[src/rtl/core/u8d_pkg.sv]
// u8d_pkg: widths, lead byte code ranges and payload masks for the UTF-8
// stream decoder. No dependencies; used by the channel interfaces and the core.
package u8d_pkg;

	localparam int unsigned BYTE_W = 8;
	localparam int unsigned CP_W   = 31;
	localparam int unsigned LEN_W  = 3;
	localparam int unsigned IDX_W  = 16;   // width of reported index/offset fields

	// lead byte ranges, original six-byte form
	localparam logic [BYTE_W-1:0] ASCII_MAX = 8'h7F;
	localparam logic [BYTE_W-1:0] LEAD2_LO  = 8'hC0;
	localparam logic [BYTE_W-1:0] LEAD2_HI  = 8'hDF;
	localparam logic [BYTE_W-1:0] LEAD3_LO  = 8'hE0;
	localparam logic [BYTE_W-1:0] LEAD3_HI  = 8'hEF;
	localparam logic [BYTE_W-1:0] LEAD4_LO  = 8'hF0;
	localparam logic [BYTE_W-1:0] LEAD4_HI  = 8'hF7;
	localparam logic [BYTE_W-1:0] LEAD5_LO  = 8'hF8;
	localparam logic [BYTE_W-1:0] LEAD5_HI  = 8'hFB;
	localparam logic [BYTE_W-1:0] LEAD6_LO  = 8'hFC;
	localparam logic [BYTE_W-1:0] LEAD6_HI  = 8'hFD;

	// payload masks per length
	localparam logic [BYTE_W-1:0] MASK1    = 8'h7F;
	localparam logic [BYTE_W-1:0] MASK2    = 8'h1F;
	localparam logic [BYTE_W-1:0] MASK3    = 8'h0F;
	localparam logic [BYTE_W-1:0] MASK4    = 8'h07;
	localparam logic [BYTE_W-1:0] MASK5    = 8'h03;
	localparam logic [BYTE_W-1:0] MASK6    = 8'h01;
	localparam logic [BYTE_W-1:0] MASK_BAD = 8'hFF;

	localparam int unsigned CONT_BITS = 6;  // payload bits per continuation byte

endpackage

[src/rtl/core/u8d_if.sv]
// u8d_if: valid/ready channel interfaces for the decoder, byte side and
// character side. Depends on u8d_pkg for field widths.

interface u8d_byte_if;
	logic                          valid;
	logic                          ready;
	logic [u8d_pkg::BYTE_W-1:0]    byte_in;
	logic                          first_byte;
	logic                          last_byte;

	modport source (output valid, output byte_in, output first_byte, output last_byte,
		input ready);
	modport sink (input valid, input byte_in, input first_byte, input last_byte,
		output ready);
endinterface

interface u8d_char_if;
	logic                          valid;
	logic                          ready;
	logic [u8d_pkg::CP_W-1:0]      code_point;
	logic [u8d_pkg::LEN_W-1:0]     byte_count;
	logic [u8d_pkg::IDX_W-1:0]     char_index;
	logic [u8d_pkg::IDX_W-1:0]     byte_offset;
	logic                          bad_lead;
	logic                          cut_short;

	modport source (output valid, output code_point, output byte_count,
		output char_index, output byte_offset, output bad_lead, output cut_short,
		input ready);
	modport sink (input valid, input code_point, input byte_count,
		input char_index, input byte_offset, input bad_lead, input cut_short,
		output ready);
endinterface

[src/rtl/core/utf8_stream_decoder_core.sv]
// utf8_stream_decoder_core: streaming decoder for six-byte UTF-8, one byte
// per word in, one character per word out. Depends on u8d_pkg and u8d_if.
//
//   channel     | dir | word                                   | handshake
//   ------------+-----+----------------------------------------+-------------
//   byte_chan   | in  | byte_in, first_byte, last_byte         | valid/ready
//   char_chan   | out | code_point, byte_count, char_index,    | valid/ready
//               |     | byte_offset, bad_lead, cut_short       |
//
// Flow: one byte word per clock while byte_chan.ready is high. A completed
//   character appears on char_chan the cycle after its final byte is accepted.
// The decode state update and the result are a single pass of shift/mask
//   logic between the state registers and the result register.
// Reset: arst_n clears the decode state, both counts and the result valid.
// Stalls: byte_chan.ready drops only while a result is held and char_chan
//   is not ready; bytes that complete no character flow freely otherwise.
module utf8_stream_decoder_core #(
	parameter int unsigned INDEX_WIDTH = 16   // 8..32, saturating count width
) (
	input  logic          clk,
	input  logic          arst_n,
	u8d_byte_if.sink      byte_chan,
	u8d_char_if.source    char_chan
);

	localparam int unsigned CP_W  = u8d_pkg::CP_W;
	localparam int unsigned LEN_W = u8d_pkg::LEN_W;
	localparam int unsigned IDX_W = u8d_pkg::IDX_W;
	localparam int unsigned CB    = u8d_pkg::CONT_BITS;

	// decode state
	logic [CP_W-1:0]        acc_q;
	logic [LEN_W-1:0]       left_q;      // continuation bytes still expected
	logic [LEN_W-1:0]       seq_len_q;
	logic [INDEX_WIDTH-1:0] char_cnt_q;
	logic [INDEX_WIDTH-1:0] byte_pos_q;
	logic [INDEX_WIDTH-1:0] start_off_q;

	// result register
	logic                   out_vld_q;
	logic [CP_W-1:0]        out_cp_q;
	logic [LEN_W-1:0]       out_len_q;
	logic [IDX_W-1:0]       out_idx_q;
	logic [IDX_W-1:0]       out_off_q;
	logic                   out_bad_q;
	logic                   out_cut_q;

	logic take;

	// next-state / result from the decode pass
	logic [CP_W-1:0]        nx_acc;
	logic [LEN_W-1:0]       nx_left;
	logic [LEN_W-1:0]       nx_len;
	logic [INDEX_WIDTH-1:0] nx_cc;
	logic [INDEX_WIDTH-1:0] nx_bp;
	logic [INDEX_WIDTH-1:0] nx_so;

	logic [LEN_W-1:0]       w_left;
	logic [LEN_W-1:0]       w_len;
	logic [CP_W-1:0]        w_acc;
	logic [INDEX_WIDTH-1:0] w_cc;
	logic [INDEX_WIDTH-1:0] w_bp;

	logic [LEN_W-1:0]       lead_len;
	logic [7:0]             lead_mask;
	logic                   lead_bad;

	logic                   em;
	logic [CP_W-1:0]        em_cp;
	logic [LEN_W-1:0]       em_len;
	logic                   em_bad;
	logic                   em_cut;
	logic [IDX_W-1:0]       em_idx;
	logic [IDX_W-1:0]       em_off;
	logic [31:0]            cc_ext;
	logic [31:0]            so_ext;

	assign take            = byte_chan.valid & byte_chan.ready;
	assign byte_chan.ready = ~out_vld_q | char_chan.ready;

	// lead byte classification
	always_comb begin
		lead_bad  = 1'b0;
		lead_len  = LEN_W'(1);
		lead_mask = u8d_pkg::MASK_BAD;
		if (byte_chan.byte_in <= u8d_pkg::ASCII_MAX) begin
			lead_mask = u8d_pkg::MASK1;
		end else if (byte_chan.byte_in inside {[u8d_pkg::LEAD2_LO:u8d_pkg::LEAD2_HI]}) begin
			lead_len  = LEN_W'(2);
			lead_mask = u8d_pkg::MASK2;
		end else if (byte_chan.byte_in inside {[u8d_pkg::LEAD3_LO:u8d_pkg::LEAD3_HI]}) begin
			lead_len  = LEN_W'(3);
			lead_mask = u8d_pkg::MASK3;
		end else if (byte_chan.byte_in inside {[u8d_pkg::LEAD4_LO:u8d_pkg::LEAD4_HI]}) begin
			lead_len  = LEN_W'(4);
			lead_mask = u8d_pkg::MASK4;
		end else if (byte_chan.byte_in inside {[u8d_pkg::LEAD5_LO:u8d_pkg::LEAD5_HI]}) begin
			lead_len  = LEN_W'(5);
			lead_mask = u8d_pkg::MASK5;
		end else if (byte_chan.byte_in inside {[u8d_pkg::LEAD6_LO:u8d_pkg::LEAD6_HI]}) begin
			lead_len  = LEN_W'(6);
			lead_mask = u8d_pkg::MASK6;
		end else begin
			lead_bad = 1'b1;   // stray continuation, FE or FF: pass byte through
		end
	end

	always_comb begin
		// a first-byte mark drops any pending character and restarts counts
		w_left = byte_chan.first_byte ? '0 : left_q;
		w_len  = byte_chan.first_byte ? '0 : seq_len_q;
		w_acc  = byte_chan.first_byte ? '0 : acc_q;
		w_cc   = byte_chan.first_byte ? '0 : char_cnt_q;
		w_bp   = byte_chan.first_byte ? '0 : byte_pos_q;

		nx_so  = start_off_q;
		em     = 1'b0;
		em_bad = 1'b0;
		em_cut = 1'b0;

		if (w_left == '0) begin
			nx_so   = w_bp;
			nx_acc  = CP_W'(byte_chan.byte_in & lead_mask);
			nx_len  = lead_len;
			em_len  = lead_len;
			em_cp   = nx_acc;
			if (lead_len == LEN_W'(1)) begin
				nx_left = '0;
				em      = 1'b1;
				em_bad  = lead_bad;
			end else begin
				nx_left = lead_len - LEN_W'(1);
			end
		end else begin
			nx_acc  = {w_acc[CP_W-CB-1:0], byte_chan.byte_in[CB-1:0]};
			nx_left = w_left - LEN_W'(1);
			nx_len  = w_len;
			em_len  = w_len;
			em_cp   = nx_acc;
			em      = (nx_left == '0);
		end

		nx_cc = w_cc;
		if (em && (w_cc != '1)) begin
			nx_cc = w_cc + INDEX_WIDTH'(1);
		end
		nx_bp = (w_bp == '1) ? w_bp : w_bp + INDEX_WIDTH'(1);

		// end of string: flush an unfinished character, low bits zero
		if (byte_chan.last_byte) begin
			if (nx_left != '0) begin
				em     = 1'b1;
				em_cut = 1'b1;
				em_len = nx_len;
				case (nx_left)
					LEN_W'(1): em_cp = nx_acc << CB;
					LEN_W'(2): em_cp = nx_acc << (2 * CB);
					LEN_W'(3): em_cp = nx_acc << (3 * CB);
					LEN_W'(4): em_cp = nx_acc << (4 * CB);
					LEN_W'(5): em_cp = nx_acc << (5 * CB);
					default:   em_cp = '0;
				endcase
			end
			nx_acc  = '0;
			nx_left = '0;
			nx_len  = '0;
			nx_cc   = '0;
			nx_bp   = '0;
			nx_so   = '0;
		end

		// only one character per byte, so the index is always the pre-increment count
		cc_ext = 32'(w_cc);
		so_ext = 32'(byte_chan.last_byte ? (w_left == '0 ? w_bp : start_off_q)
			: nx_so);
		em_idx = cc_ext[IDX_W-1:0];
		em_off = so_ext[IDX_W-1:0];
	end

	always_ff @(posedge clk or negedge arst_n) begin
		if (!arst_n) begin
			acc_q       <= '0;
			left_q      <= '0;
			seq_len_q   <= '0;
			char_cnt_q  <= '0;
			byte_pos_q  <= '0;
			start_off_q <= '0;
			out_vld_q   <= 1'b0;
		end else begin
			if (take) begin
				acc_q       <= nx_acc;
				left_q      <= nx_left;
				seq_len_q   <= nx_len;
				char_cnt_q  <= nx_cc;
				byte_pos_q  <= nx_bp;
				start_off_q <= nx_so;
			end
			if (take && em) begin
				out_vld_q <= 1'b1;
			end else if (char_chan.ready) begin
				out_vld_q <= 1'b0;
			end
		end
	end

	// result payload, loaded only with a new character
	always_ff @(posedge clk) begin
		if (take && em) begin
			out_cp_q  <= em_cp;
			out_len_q <= em_len;
			out_idx_q <= em_idx;
			out_off_q <= em_off;
			out_bad_q <= em_bad;
			out_cut_q <= em_cut;
		end
	end

	assign char_chan.valid       = out_vld_q;
	assign char_chan.code_point  = out_cp_q;
	assign char_chan.byte_count  = out_len_q;
	assign char_chan.char_index  = out_idx_q;
	assign char_chan.byte_offset = out_off_q;
	assign char_chan.bad_lead    = out_bad_q;
	assign char_chan.cut_short   = out_cut_q;

	// pending continuations never reach the announced length
	a_left_below_len: assert property (@(posedge clk) disable iff (!arst_n)
		(left_q != '0) |-> (left_q < seq_len_q))
		else $error("continuation count not below sequence length");

	// a bad lead is always a single-byte, complete character
	a_bad_single: assert property (@(posedge clk) disable iff (!arst_n)
		(out_vld_q && out_bad_q) |-> (out_len_q == LEN_W'(1) && !out_cut_q))
		else $error("bad lead with length other than one or cut short");

	// a cut character was announced as a multi-byte sequence
	a_cut_multi: assert property (@(posedge clk) disable iff (!arst_n)
		(out_vld_q && out_cut_q) |-> (out_len_q > LEN_W'(1) && !out_bad_q))
		else $error("cut-short character with length one");

	// a last-byte word leaves the decoder at a clean string start
	a_last_clears: assert property (@(posedge clk) disable iff (!arst_n)
		(take && byte_chan.last_byte) |=>
		(left_q == '0 && char_cnt_q == '0 && byte_pos_q == '0))
		else $error("state not cleared after last byte");

	// an empty result register never blocks the byte side
	a_ready_when_empty: assert property (@(posedge clk) disable iff (!arst_n)
		!out_vld_q |-> byte_chan.ready)
		else $error("byte side stalled with empty result register");

endmodule
[src/flat_wrapper.sv]
// flat-port wrapper written by rule: the top's interface ports become plain ports
module utf8_stream_decoder_core_flat 
#(
	parameter int unsigned INDEX_WIDTH = 16                                   
)
  (clk, arst_n, byte_chan_valid, byte_chan_byte_in, byte_chan_first_byte, byte_chan_last_byte, byte_chan_ready, char_chan_valid, char_chan_code_point, char_chan_byte_count, char_chan_char_index, char_chan_byte_offset, char_chan_bad_lead, char_chan_cut_short, char_chan_ready);
  u8d_byte_if byte_chan_i ();
  u8d_char_if char_chan_i ();
  input  logic clk;
  input  logic arst_n;
  input wire logic [$bits(byte_chan_i.valid)-1:0] byte_chan_valid;
  input wire logic [$bits(byte_chan_i.byte_in)-1:0] byte_chan_byte_in;
  input wire logic [$bits(byte_chan_i.first_byte)-1:0] byte_chan_first_byte;
  input wire logic [$bits(byte_chan_i.last_byte)-1:0] byte_chan_last_byte;
  output wire logic [$bits(byte_chan_i.ready)-1:0] byte_chan_ready;
  output wire logic [$bits(char_chan_i.valid)-1:0] char_chan_valid;
  output wire logic [$bits(char_chan_i.code_point)-1:0] char_chan_code_point;
  output wire logic [$bits(char_chan_i.byte_count)-1:0] char_chan_byte_count;
  output wire logic [$bits(char_chan_i.char_index)-1:0] char_chan_char_index;
  output wire logic [$bits(char_chan_i.byte_offset)-1:0] char_chan_byte_offset;
  output wire logic [$bits(char_chan_i.bad_lead)-1:0] char_chan_bad_lead;
  output wire logic [$bits(char_chan_i.cut_short)-1:0] char_chan_cut_short;
  input wire logic [$bits(char_chan_i.ready)-1:0] char_chan_ready;
  assign byte_chan_i.valid = byte_chan_valid;
  assign byte_chan_i.byte_in = byte_chan_byte_in;
  assign byte_chan_i.first_byte = byte_chan_first_byte;
  assign byte_chan_i.last_byte = byte_chan_last_byte;
  assign byte_chan_ready = byte_chan_i.ready;
  assign char_chan_valid = char_chan_i.valid;
  assign char_chan_code_point = char_chan_i.code_point;
  assign char_chan_byte_count = char_chan_i.byte_count;
  assign char_chan_char_index = char_chan_i.char_index;
  assign char_chan_byte_offset = char_chan_i.byte_offset;
  assign char_chan_bad_lead = char_chan_i.bad_lead;
  assign char_chan_cut_short = char_chan_i.cut_short;
  assign char_chan_i.ready = char_chan_ready;
  utf8_stream_decoder_core #(.INDEX_WIDTH(INDEX_WIDTH)) u_core (.clk(clk), .arst_n(arst_n), .byte_chan(byte_chan_i), .char_chan(char_chan_i));
endmodule
[config.mk]
export PLATFORM = sky130hd
export DESIGN_NAME = utf8_stream_decoder_core_flat
export DESIGN_NICKNAME = d
export VERILOG_FILES = /design/src/rtl/core/u8d_pkg.sv /design/src/rtl/core/u8d_if.sv /design/src/rtl/core/utf8_stream_decoder_core.sv /design/src/flat_wrapper.sv
export SDC_FILE = /design/constraint.sdc
export NUM_CORES = 1
export LEC_CHECK = 0
export BUFFER_PORTS_ARGS = -buffer_cell sky130_fd_sc_hd__buf_2
export CORE_UTILIZATION = 46
export CTS_CLUSTER_DIAMETER = 150
export DETAILED_ROUTE_END_ITERATION = 7
export GPL_TIMING_DRIVEN = 1
export PLACE_DENSITY = 0.65
export SYNTH_ARGS = -nofsm -noshare
export SYNTH_HDL_FRONTEND = slang
export SYNTH_SLANG_ARGS = --single-unit
[constraint.sdc]
create_clock -name clk -period 5.58 [get_ports clk]
set_clock_uncertainty 0.05 [all_clocks]
set_input_delay 0.837 -clock clk [delete_from_list [all_inputs] [get_ports clk]]
set_output_delay 0.837 -clock clk [all_outputs]
set_load 0.03 [all_outputs]
==> results of run 1 <==
==> worst max path at each step <==
stage | startpoint | endpoint | cells after the start
3_3_place_gp | byte_chan_first_byte | u_core.char_chan.byte_offset[8]$_DFFE_PP_ | 11
3_5_place_dp | byte_chan_first_byte | u_core.char_chan.byte_offset[10]$_DFFE_PP_ | 11
4_1_cts | byte_chan_first_byte | u_core.char_chan.byte_offset[14]$_DFFE_PP_ | 11
5_1_grt | byte_chan_first_byte | u_core.char_chan.char_index[12]$_DFFE_PP_ | 11
2_1_floorplan | byte_chan_first_byte | u_core.char_chan.bad_lead$_SDFFCE_PP0P_ | 12
6_report | byte_chan_first_byte | u_core.char_chan.char_index[11]$_DFFE_PP_ | 11
==> synth_stat cells (3+ instances only) <==
| master | number |
|---|---|
| nor2_1 | 38 |
| nor3_1 | 14 |
| a21o_1 | 4 |
| a211oi_1 | 3 |
| and2_1 | 7 |
| or3_1 | 4 |
| inv_1 | 15 |
| nand3b_1 | 4 |
| nand2_1 | 68 |
| ha_1 | 7 |
| buf_1 | 5 |
| o221ai_1 | 3 |
| edfxtp_1 | 68 |
| a22oi_1 | 4 |
| mux2i_1 | 15 |
| o32ai_1 | 3 |
| nand4_1 | 7 |
| o311ai_0 | 3 |
| mux2_2 | 15 |
| dfrtp_1 | 80 |
| nand4b_1 | 5 |
| nor2b_1 | 28 |
| a222oi_1 | 4 |
| a21oi_1 | 13 |
| a22o_1 | 41 |
| o21ai_0 | 40 |
| o22ai_1 | 13 |
| o31ai_1 | 4 |
| or2_2 | 5 |
| nand3_1 | 24 |
| nand2b_1 | 8 |
| or4_1 | 4 |
| buf_2 | 6 |
| nor4_1 | 4 |
| o2bb2ai_1 | 17 |
| a32oi_1 | 3 |
| clkbuf_1 | 23 |
| o21ai_1 | 3 |
| a31oi_1 | 6 |
==> final cells by class <==
| class | count | area [um2] |
|---|---|---|
| flip-flops and latches | 148 | 4040 |
| clock inverters | 14 | 185 |
| inverters | 15 | 56.3 |
| fillers | 1370 | 6840 |
| well taps | 211 | 264 |
| repair buffers | 91 | 478 |
| clock buffers | 18 | 429 |
| multi-input cells | 466 | 3130 |
==> layer usage <==
metal  GRT usage  part of all wire
met1       0.318              0.45
met2       0.374              0.47
met3      0.0470             0.062
met4      0.0879             0.018
met5           0                 0
==> power by group through the flow <==
stage | clock, W | combinational [W] | sequential (W)
global placement | 0 | 0.000609 | 0.00131
detailed placement | 0 | 0.000616 | 0.00131
floorplan | 0 | 0.000316 | 0.00143
global route | 0.00126 | 0.000664 | 0.00130
finish | 0.00119 | 0.000619 | 0.00129
CTS | 0.00122 | 0.000617 | 0.00129
==> critical path: stages <==
cell      delay (ns)
buf_2           0.12
nand2b_1        0.16
ha_1            0.21
ha_1            0.42
buf_4           0.33
nor2b_1         0.19
a32oi_2         0.49
o21a_1          0.66
nor2_1          0.17
nor2_4          0.12
buf_4           0.42
==> kinds of logic (layout without fill, tap and decap cells) <==
family,Yosys count,count (layout),share of synthesized area
xor gates and xnor gates,1,1,0.00119
muxes,30,30,0.0432
DFF,148,148,0.547
and+or+nand+nor,241,241,0.174
buffers and inverters,53,138,0.0310
AOI/OAI and AO/OA,187,187,0.192
adders and majority gates,7,7,0.0118
==> flip-flops by register name, indices dropped and copies added, names as in the netlist <==
| name | flops |
|---|---|
| u_core.char_chan.valid | 1 |
| u_core.char_chan.char_index | 16 |
| u_core.char_chan.byte_count | 3 |
| u_core.char_chan.byte_offset | 16 |
| u_core.char_chan.bad_lead | 1 |
| u_core.char_chan.cut_short | 1 |
| u_core.char_chan.code_point | 31 |
| u_core.left_q | 3 |
| u_core.char_cnt_q | 16 |
| u_core.acc_q | 25 |
| u_core.start_off_q | 16 |
| u_core.byte_pos_q | 16 |
| u_core.seq_len_q | 3 |
==> per-stage QoR <==
step	utilization	setup WS, ns	cell area, um2	std cells	hold slack, ns
finish	0.556	1.41	8580	963	0.452
global route	0.556	1.22	8580	963	0.473
CTS	0.556	1.43	8580	963	0.456
detailed placement	0.517	0.960	7970	931	0.438
global placement	0.517	1.14	7970	931	0.426
floorplan	-	0.598	7390	667	0.399
==> impl_results.md, run 1 <==
- Int Pwr: 0.00216 W
- Core Area: 15400 um2
- Switching pwr: 0.000949 W
- I/O Pins: 84
- Hold EP: u_core.start_off_q[9]$_DFFE_PN0P_
- Overflow after GRT: 0
- DR pass1 iterations: 5
- Worst slew pin tran: 1.07 ns
- Slew margin rel.: 0.286
- Maximum vdd drop: 223 uV
- Path depth of the worst reg2reg path: 10
- Worst hold start: u_core.start_off_q[9]$_DFFE_PN0P_
- Mean Syn Cell Area: 11.1 um2
- Hold Crit Class: reg2reg
- Via count: 5858
- Gr usage total: 0.235
- Number of CTS-inserted buffers: 17
- Initial antenna violation count: 1
- Req. time, crit path: 5.59 ns
- Fraction of layout cells with a size suffix above 1: 0.215
- Final-report hold violation count: 0
- Postcts setup bufs: 0
- Post-synthesis cell count: 667
- RR Endpoint: u_core.char_chan.char_index[11]$_DFFE_PP_
- Most frequent cells in the layout: buf_2, dfrtp_1, edfxtp_1
- Slew Viols, Final: 0
- CTS Root Cell: clkbuf_16
- Layout area overhead: 16.2%
- CP arrival: 4.19 ns
- FF+latch count, synth: 148
- Die area: 16600 um2
- Clock-pin slew of the registers on the worst-case setup and hold paths: 0.06 ns
- Final nets: 760
- Sequential Power Share: 0.416
- Final Critical Period: 4.17 ns
- Post-Route WL: 18.4 mm
- Status: complete, no violations
- TritonCTS clock tree: done
- Synth Cell Area: 7390 um2
- Vias per cell: 6.08
- Clock tree buffer depth: 2
- PortBufs: 83
- Netlist cell types: 77
- Clock Sinks: 148
- Avg WL per Cell: 19.1 um
- Worst Hold Depth: 1
- Top cells by area, synth: edfxtp_1, dfrtp_1, a22o_1
- PD cells: 362 nW/um2
- FF-to-FF Start: u_core.left_q[0]$_DFFE_PN0P_
- Setup TNS: 0 ns
- F_max: 0.240 GHz
- Htree depth: 4
- Unrepaired setup endpoints after global routing: false
- DRC Markers: 0
- Post-synth top area cell: edfxtp_1
- Kind of end point of the critical path: register
- Routability cong.: 0.900
- Largest net degree at the start of global routing: 81
- Critical path class: in2reg
- Clk network pwr share: 0.385
- Commonest non-fill, non-tap cell in the layout: buf_2
- Reg2reg setup slack: 1.49 ns
- Yosys warnings: 0
- Crit path launch type: primary input
- Iteration-0 DRC Markers: 550
- Antenna viol nets, final: 0
- Rows: 45
- Pwr Total: 0.00310 W
- Fin crit share: 0.748
- Detailed Place HPWL: 12.1 mm
- Diode count: 0
- Cts repair resizes: 0
- Vias in the first global route: 5675
- Register area share after synthesis: 0.547
- Post-synth EDFFs: 68
- Leakage: 3.49 nW
- First-pass GRT wire length: 29.8 mm
- Die height: 129 um
- Hold_buf cts: 0
- Final Setup Violations: 0
- Sw frac: 0.306
- Fraction of registers with async set/reset: 0.541
- Clock Latency Late Sink: 0.43 ns
- Share of the synthesized area in the top cell type: 0.276
- Crit path max fanout: 35
- Combinational share of power: 0.199
- Starting density of the core: 0.479
- MaxCap Viol Count: 0
- Main synth FF type: dfrtp_1
- Die W: 129 um
- Synthesized netlist net count: 688
(Power assumes the default switching activity.)
==> inputs of run 2 (changes only) <==
Clock period 5.58 ns to 4.31 ns, I/O delays scaled along.
==> impl_results.md, run 2 (synthesized netlist as in run 1, its figures left out) <==
- Final Critical Period: 3.32 ns
- Core Area: 15400 um2 (unchanged)
- Clock tree buffer depth: 2 (unchanged)
- Die area: 16600 um2 (unchanged)
- Sw frac: 0.309 (was 0.306)
- Req. time, crit path: 4.52 ns (was 5.59 ns)
- Leakage: 3.53 nW (was 3.49 nW)
- Starting density of the core: 0.479 (unchanged)
- Worst slew pin tran: 1.08 ns (was 1.07 ns)
- Worst Path Buf+Inv: 1 (was 3)
- Htree depth: 4 (unchanged)
- Post-Route WL: 18.9 mm (was 18.4 mm)
- Layout area overhead: 17.0% (was 16.2%)
- Fin util: 0.561 (was 0.556)
- Critical path class: reg2reg (was in2reg)
- Crit path max fanout: 12 (was 35)
- Setup TNS: 0 ns (unchanged)
- Crit path launch type: register (was primary input)
- Iteration-0 DRC Markers: 648 (was 550)
- Via count: 5952 (was 5858)
- Slew margin rel.: 0.277 (was 0.286)
- Hold Crit Class: in2async (was reg2reg)
- I/O Pins: 84 (unchanged)
- Maximum vdd drop: 326 uV (was 223 uV)
- Most used cell, CP: ha_1
- Number of placed cells counting well taps: 941 (was 931)
- MaxCap Viol Count: 0 (unchanged)
- Fraction of layout cells with a size suffix above 1: 0.227 (was 0.215)
- Final-report hold violation count: 0 (unchanged)
- Die W: 129 um (unchanged)
- Final nets: 770 (was 760)
- PD cells: 462 nW/um2 (was 362 nW/um2)
- Cts repair resizes: 0 (unchanged)
- Sequential Power Share: 0.419 (was 0.416)
- Overflow after GRT: 0 (unchanged)
- F_max: 0.301 GHz
- Placed Area: 8060 um2 (was 7970 um2)
- Vias in the first global route: 5747 (was 5675)
- Gr usage total: 0.239 (was 0.235)
- CTS Root Cell: clkbuf_16 (unchanged)
- Hold_buf cts: 0 (unchanged)
- Antenna viol nets, final: 0 (unchanged)
- Int Pwr: 0.00276 W (was 0.00216 W)
- Clock Sinks: 148 (unchanged)
- DRC Markers: 0 (unchanged)
- Kind of end point of the critical path: register (unchanged)
- Slew Viols, Final: 0 (unchanged)
- Commonest non-fill, non-tap cell in the layout: buf_2 (unchanged)
- DR pass1 iterations: 5 (unchanged)
- Number of CTS-inserted buffers: 17 (unchanged)
- Switching pwr: 0.00123 W (was 0.000949 W)
- Status: complete, no violations (unchanged)
- Delay of the slowest critical-path stage: 0.69 ns (was 0.66 ns)
- Die height: 129 um (unchanged)
- First-pass GRT wire length: 30.2 mm (was 29.8 mm)
- CP arrival: 3.54 ns (was 4.19 ns)
- FF-to-FF Start: u_core.left_q[0]$_DFFE_PN0P_ (unchanged)
- Non-filler instance count after layout: 974 (was 963)
- Postcts setup bufs: 0 (unchanged)
- TritonCTS clock tree: done (unchanged)
- Largest net degree at the start of global routing: 81 (unchanged)
- Combinational share of power: 0.208 (was 0.199)
- Most frequent cells in the layout: buf_2, dfrtp_1, edfxtp_1 (unchanged)
- Routability cong.: 0.913 (was 0.900)
- CP Launch Point: u_core.left_q[0]$_DFFE_PN0P_ (was byte_chan_first_byte)
- Detailed Place HPWL: 12.4 mm (was 12.1 mm)
- Avg WL per Cell: 19.4 um (was 19.1 um)
- Cell family with most CP delay: simple AND/OR/NAND/NOR gates (was compound AO/OA/AOI/OAI gates)
- Clk network pwr share: 0.373 (was 0.385)
- Initial antenna violation count: 1 (unchanged)
- Clock Latency Late Sink: 0.43 ns (about the same)
- Unrepaired setup endpoints after global routing: false (unchanged)
- Fin crit share: 0.771
- Cells along the critical path: nand2b_1, ha_1, ha_1, buf_4, o21ai_0, nand3_1, nor3_1, a222oi_1, o2bb2ai_1 (was buf_2, nand2b_1, ha_1, ha_1, buf_4, nor2b_1, a32oi_2, o21a_1, nor2_1, nor2_4, buf_4)
- Clock-pin slew of the registers on the worst-case setup and hold paths: 0.06 ns (about the same)
- Vias per cell: 6.11 (was 6.08)
- Final Setup Violations: 0 (unchanged)
- Flip-flop count of the largest register after layout: 31 (unchanged)
- Rows: 45 (unchanged)
- Cell area after layout: 8650 um2 (was 8580 um2)
- Highest-delay cell along the critical path: nor3_1 (was o21a_1)
- PortBufs: 83 (unchanged)
==> run 2: cell count changes in the layout (fill, tap and decap cells not counted), sizes merged <==
cell / previous run / this run
buf: 91 / 101
bufinv: 4 / 3
clkbuf: 18 / 19
clkinv: 8 / 7
diode: 0 / 1
inv: 16 / 17
==> run 2: cell type report <==
class                   count  area [um2]
clock buffers              19         433
well taps                 211         264
diodes                      1        2.50
fillers                  1338        6780
multi-input cells         466        3130
repair buffers            101         566
flip-flops and latches    148        4040
inverters                  15        56.3
clock inverters            13         158
==> run 2: worst paths after layout <==
path,end,slack (ns),cells after the start
min reg2reg,u_core.left_q[1]$_DFFE_PN0P_,0.45,2
max in group asynchronous,u_core.seq_len_q[1]$_DFFE_PN0P_,3.15,1
max,u_core.char_chan.code_point[22]$_DFFE_PP_,0.99,9
max reg2reg,u_core.char_chan.code_point[22]$_DFFE_PP_,0.99,9
min,u_core.start_off_q[10]$_DFFE_PN0P_,0.34,1
min in group clk,u_core.left_q[1]$_DFFE_PN0P_,0.45,2
==> run 2: power by group through the flow <==
stage | Sequential [W] | Combinational, W | Clock, W
2_1_floorplan | 0.00185 | 0.000412 | 0
3_3_place_gp | 0.00169 | 0.000811 | 0
3_5_place_dp | 0.00170 | 0.000820 | 0
4_1_cts | 0.00167 | 0.000826 | 0.00151
5_1_grt | 0.00168 | 0.000888 | 0.00158
6_report | 0.00167 | 0.000832 | 0.00149
==> run 2: metrics by stage <==
| step | hold WS (ns) | setup WS (ns) | power, W |
|---|---|---|---|
| floorplan | 0.301 | 0.273 | 0.00226 |
| global placement | 0.421 | 0.735 | 0.00251 |
| detailed placement | 0.425 | 0.674 | 0.00252 |
| CTS | 0.407 | 1.04 | 0.00401 |
| global route | 0.454 | 0.746 | 0.00415 |
| finish | 0.342 | 0.986 | 0.00399 |
==> run 2: routing by layer <==
layer	track usage	vias up	wire [um]
met5	0	-	0
met4	0.0851	0	306
met3	0.0553	33	1300
met2	0.380	267	8870
met1	0.321	2942	8430
li1	-	2710	-
==> inputs of run 3 (changes only) <==
Settings changed: ABC_AREA from default to 1, PLACE_DENSITY 0.65 to 0.68.
Clock period 4.31 ns to 2.85 ns, I/O delays scaled along.
==> impl_results.md, run 3 <==
- Crit path max fanout: 13 (was 12)
- First-pass GRT wire length: 30.5 mm (was 30.2 mm)
- Routability cong.: 0.896 (was 0.913)
- Die W: 131 um (was 129 um)
- CTS Root Cell: clkbuf_16 (unchanged)
- Diode count: 0 (was 1)
- Overflow after GRT: 0 (unchanged)
- Cts repair resizes: 0 (unchanged)
- Most frequent cell after synthesis: nand2_1 (was dfrtp_1)
- Slew margin rel.: 0.550 (was 0.277)
- Clock Sinks: 148 (unchanged)
- Synth Cell Area: 7650 um2 (was 7390 um2)
- Vias in the first global route: 6022 (was 5747)
- Kind of end point of the critical path: register (unchanged)
- Slew Viols, Final: 0 (unchanged)
- I/O Pins: 84 (unchanged)
- Clock tree buffer depth: 2 (unchanged)
- Gr usage total: 0.238 (was 0.239)
- Top cells by area, synth: edfxtp_1, dfrtp_1, nand2_1 (was edfxtp_1, dfrtp_1, a22o_1)
- Rows: 46 (was 45)
- Share of the synthesized area in the top cell type: 0.267 (was 0.276)
- Largest net degree at the start of global routing: 45 (was 81)
- Critical path class: reg2reg (unchanged)
- Clock-pin slew of the registers on the worst-case setup and hold paths: 0.06 ns (about the same)
- Synthesized netlist net count: 877 (was 688)
- Pre-CTS setup slack: 0.0787 ns (was 0.674 ns)
- Starting density of the core: 0.476 (was 0.479)
- Main synth FF type: dfrtp_1 (unchanged)
- Cell area after layout: 9170 um2 (was 8650 um2)
- Fin crit share: 0.915 (was 0.771)
- Die area: 17100 um2 (was 16600 um2)
- Crit path launch type: register (unchanged)
- Post-synth EDFFs: 68 (unchanged)
- Post-synthesis cell count: 856 (was 667)
- PD cells: 730 nW/um2 (was 462 nW/um2)
- Post-synth top area cell: edfxtp_1 (unchanged)
- Post-Route WL: 19.0 mm (was 18.9 mm)
- PnR worst setup slack: 0.242 ns (was 0.986 ns)
- Hold Crit Class: in2reg (was in2async)
- Netlist cell types: 44 (was 77)
- DRC Markers: 0 (unchanged)
- Detailed Place HPWL: 12.9 mm (was 12.4 mm)
- DR pass1 iterations: 5 (unchanged)
- Status: complete, no violations (unchanged)
- MaxCap Viol Count: 0 (unchanged)
- Layout area overhead: 20.0% (was 17.0%)
- WHS: 0.359 ns (was 0.342 ns)
- Core Area: 16100 um2 (was 15400 um2)
- Final nets: 980 (was 770)
- Fill count: 1441 (was 1338)
- Most frequent cells in the layout: nand2_1, inv_1, buf_2 (was buf_2, dfrtp_1, edfxtp_1)
- Htree depth: 4 (unchanged)
- Non-filler instance count after layout: 1188 (was 974)
- Vias per cell: 5.29 (was 6.11)
- TritonCTS clock tree: done (unchanged)
- CP arrival: 2.86 ns (was 3.54 ns)
- FF+latch count, synth: 148 (unchanged)
- Number of CTS-inserted buffers: 17 (unchanged)
- Leading post-synthesis cells by instance count: nand2_1, inv_1, dfrtp_1, nor2_1, edfxtp_1 (was dfrtp_1, edfxtp_1, nand2_1, a22o_1, o21ai_0)
- Iteration-0 DRC Markers: 699 (was 648)
- Maximum vdd drop: 530 uV (was 326 uV)
- Unrepaired setup endpoints after global routing: false (unchanged)
- Via count: 6283 (was 5952)
- Number of placed cells counting well taps: 1155 (was 941)
- Mean Syn Cell Area: 8.93 um2 (was 11.1 um2)
- Commonest non-fill, non-tap cell in the layout: nand2_1 (was buf_2)
- Leakage: 4.01 nW (was 3.53 nW)
- Worst slew pin tran: 0.674 ns (was 1.08 ns)
- Flip-flop count of the largest register after layout: 31 (unchanged)
- Yosys warnings: 0 (unchanged)
- Fraction of registers with async set/reset: 0.541 (unchanged)
- Initial antenna violation count: 0 (was 1)
- F_max: 0.383 GHz (was 0.301 GHz)
- Die height: 131 um (was 129 um)
- Final Setup Violations: 0 (unchanged)
- PortBufs: 83 (unchanged)
- Antenna viol nets, final: 0 (unchanged)
- Final-report hold violation count: 0 (unchanged)
- Avg WL per Cell: 16.0 um (was 19.4 um)
- Clock Latency Late Sink: 0.43 ns (about the same)
- Register area share after synthesis: 0.529 (was 0.547)
- Fraction of layout cells with a size suffix above 1: 0.224 (was 0.227)
- Req. time, crit path: 3.10 ns (was 4.52 ns)
- Final Critical Period: 2.61 ns (was 3.32 ns)
- Placed Area: 8570 um2 (was 8060 um2)
[run 3: area by class of cell]
cell class | instances | area [um2] | area share
repair buffers | 123 | 783 | 0.0854
inverters | 101 | 384 | 0.0419
well taps | 216 | 270 | 0.0295
clock buffers | 21 | 472 | 0.0514
flip-flops and latches | 148 | 4040 | 0.441
clock inverters | 11 | 124 | 0.0135
multi-input cells | 568 | 3100 | 0.337
[run 3: worst max-delay path, stage by stage (launching register included)]
cell and delay [ns]:
dfrtp_1 0.36, inv_1 0.12, nor2_4 0.05, inv_1 0.05
ha_2 0.18, ha_4 0.24, inv_2 0.13, nand2_1 0.12
o21ai_4 0.08, buf_4 0.16, nor2_2 0.48, nand3_1 0.15
o211ai_1 0.15, nand2_1 0.09, nand2_1 0.06
[run 3: path summary, 6_finish.rpt]
check / from / endpoint / slack (ns) / depth (start not counted)
setup / recovery: u_core.left_q[0]$_DFFE_PN0P_ / u_core.char_chan.code_point[21]$_DFFE_PP_ / 0.24 / 14
hold / removal: char_chan_ready / u_core.char_chan.valid$_DFFE_PN0P_ / 0.36 / 4
setup reg to reg: u_core.left_q[0]$_DFFE_PN0P_ / u_core.char_chan.code_point[21]$_DFFE_PP_ / 0.24 / 14
hold reg to reg: u_core.char_cnt_q[8]$_DFFE_PN0P_ / u_core.char_cnt_q[8]$_DFFE_PN0P_ / 0.43 / 2
max in group asynchronous: arst_n / u_core.char_chan.valid$_DFFE_PN0P_ / 1.56 / 3
min in group asynchronous: arst_n / u_core.acc_q[12]$_DFFE_PN0P_ / 0.50 / 2
[run 3: layer usage]
| layer | global-route usage | wire [um] | up-vias |
|---|---|---|---|
| met4 | 0.0872 | 283 | 0 |
| met2 | 0.384 | 9000 | 186 |
| li1 | - | - | 3046 |
| met3 | 0.0505 | 1010 | 27 |
| met1 | 0.315 | 8740 | 3024 |
| met5 | 0 | 0 | - |
[run 3: repair_timing]
item | in CTS | in global routing
hold endpoints to repair | 42 | 0
endpoints found under the setup margin | 0 | 0
hold buffers | 1 | 0
setup buffers | 0 | 0
[run 3: per-stage QoR]
stage,total power (W),setup TNS (ns),utilization
2_1_floorplan,0.00388,-21.89,-
3_3_place_gp,0.00444,0,0.534
3_5_place_dp,0.00445,0,0.534
4_1_cts,0.00673,0,0.571
5_1_grt,0.00695,0,0.571
6_report,0.00670,0,0.571
[run 3: logic make-up after synthesis]
group / synth area share
AND/OR/NAND/NOR: 0.236
AO/OA/AOI/OAI: 0.125
flip-flops: 0.529
XOR/XNOR: 0.0206
adder cells (fa/ha/maj): 0.0115
buffers and inverters: 0.0785
[run 3: where the power goes]
part	switching [W]	internal, W	leakage [nW]
clock network	0.000903	0.00137	0.285
registers	0.0000615	0.00251	1.77
logic	0.00132	0.000534	1.96
total	0.00228	0.00441	4.01
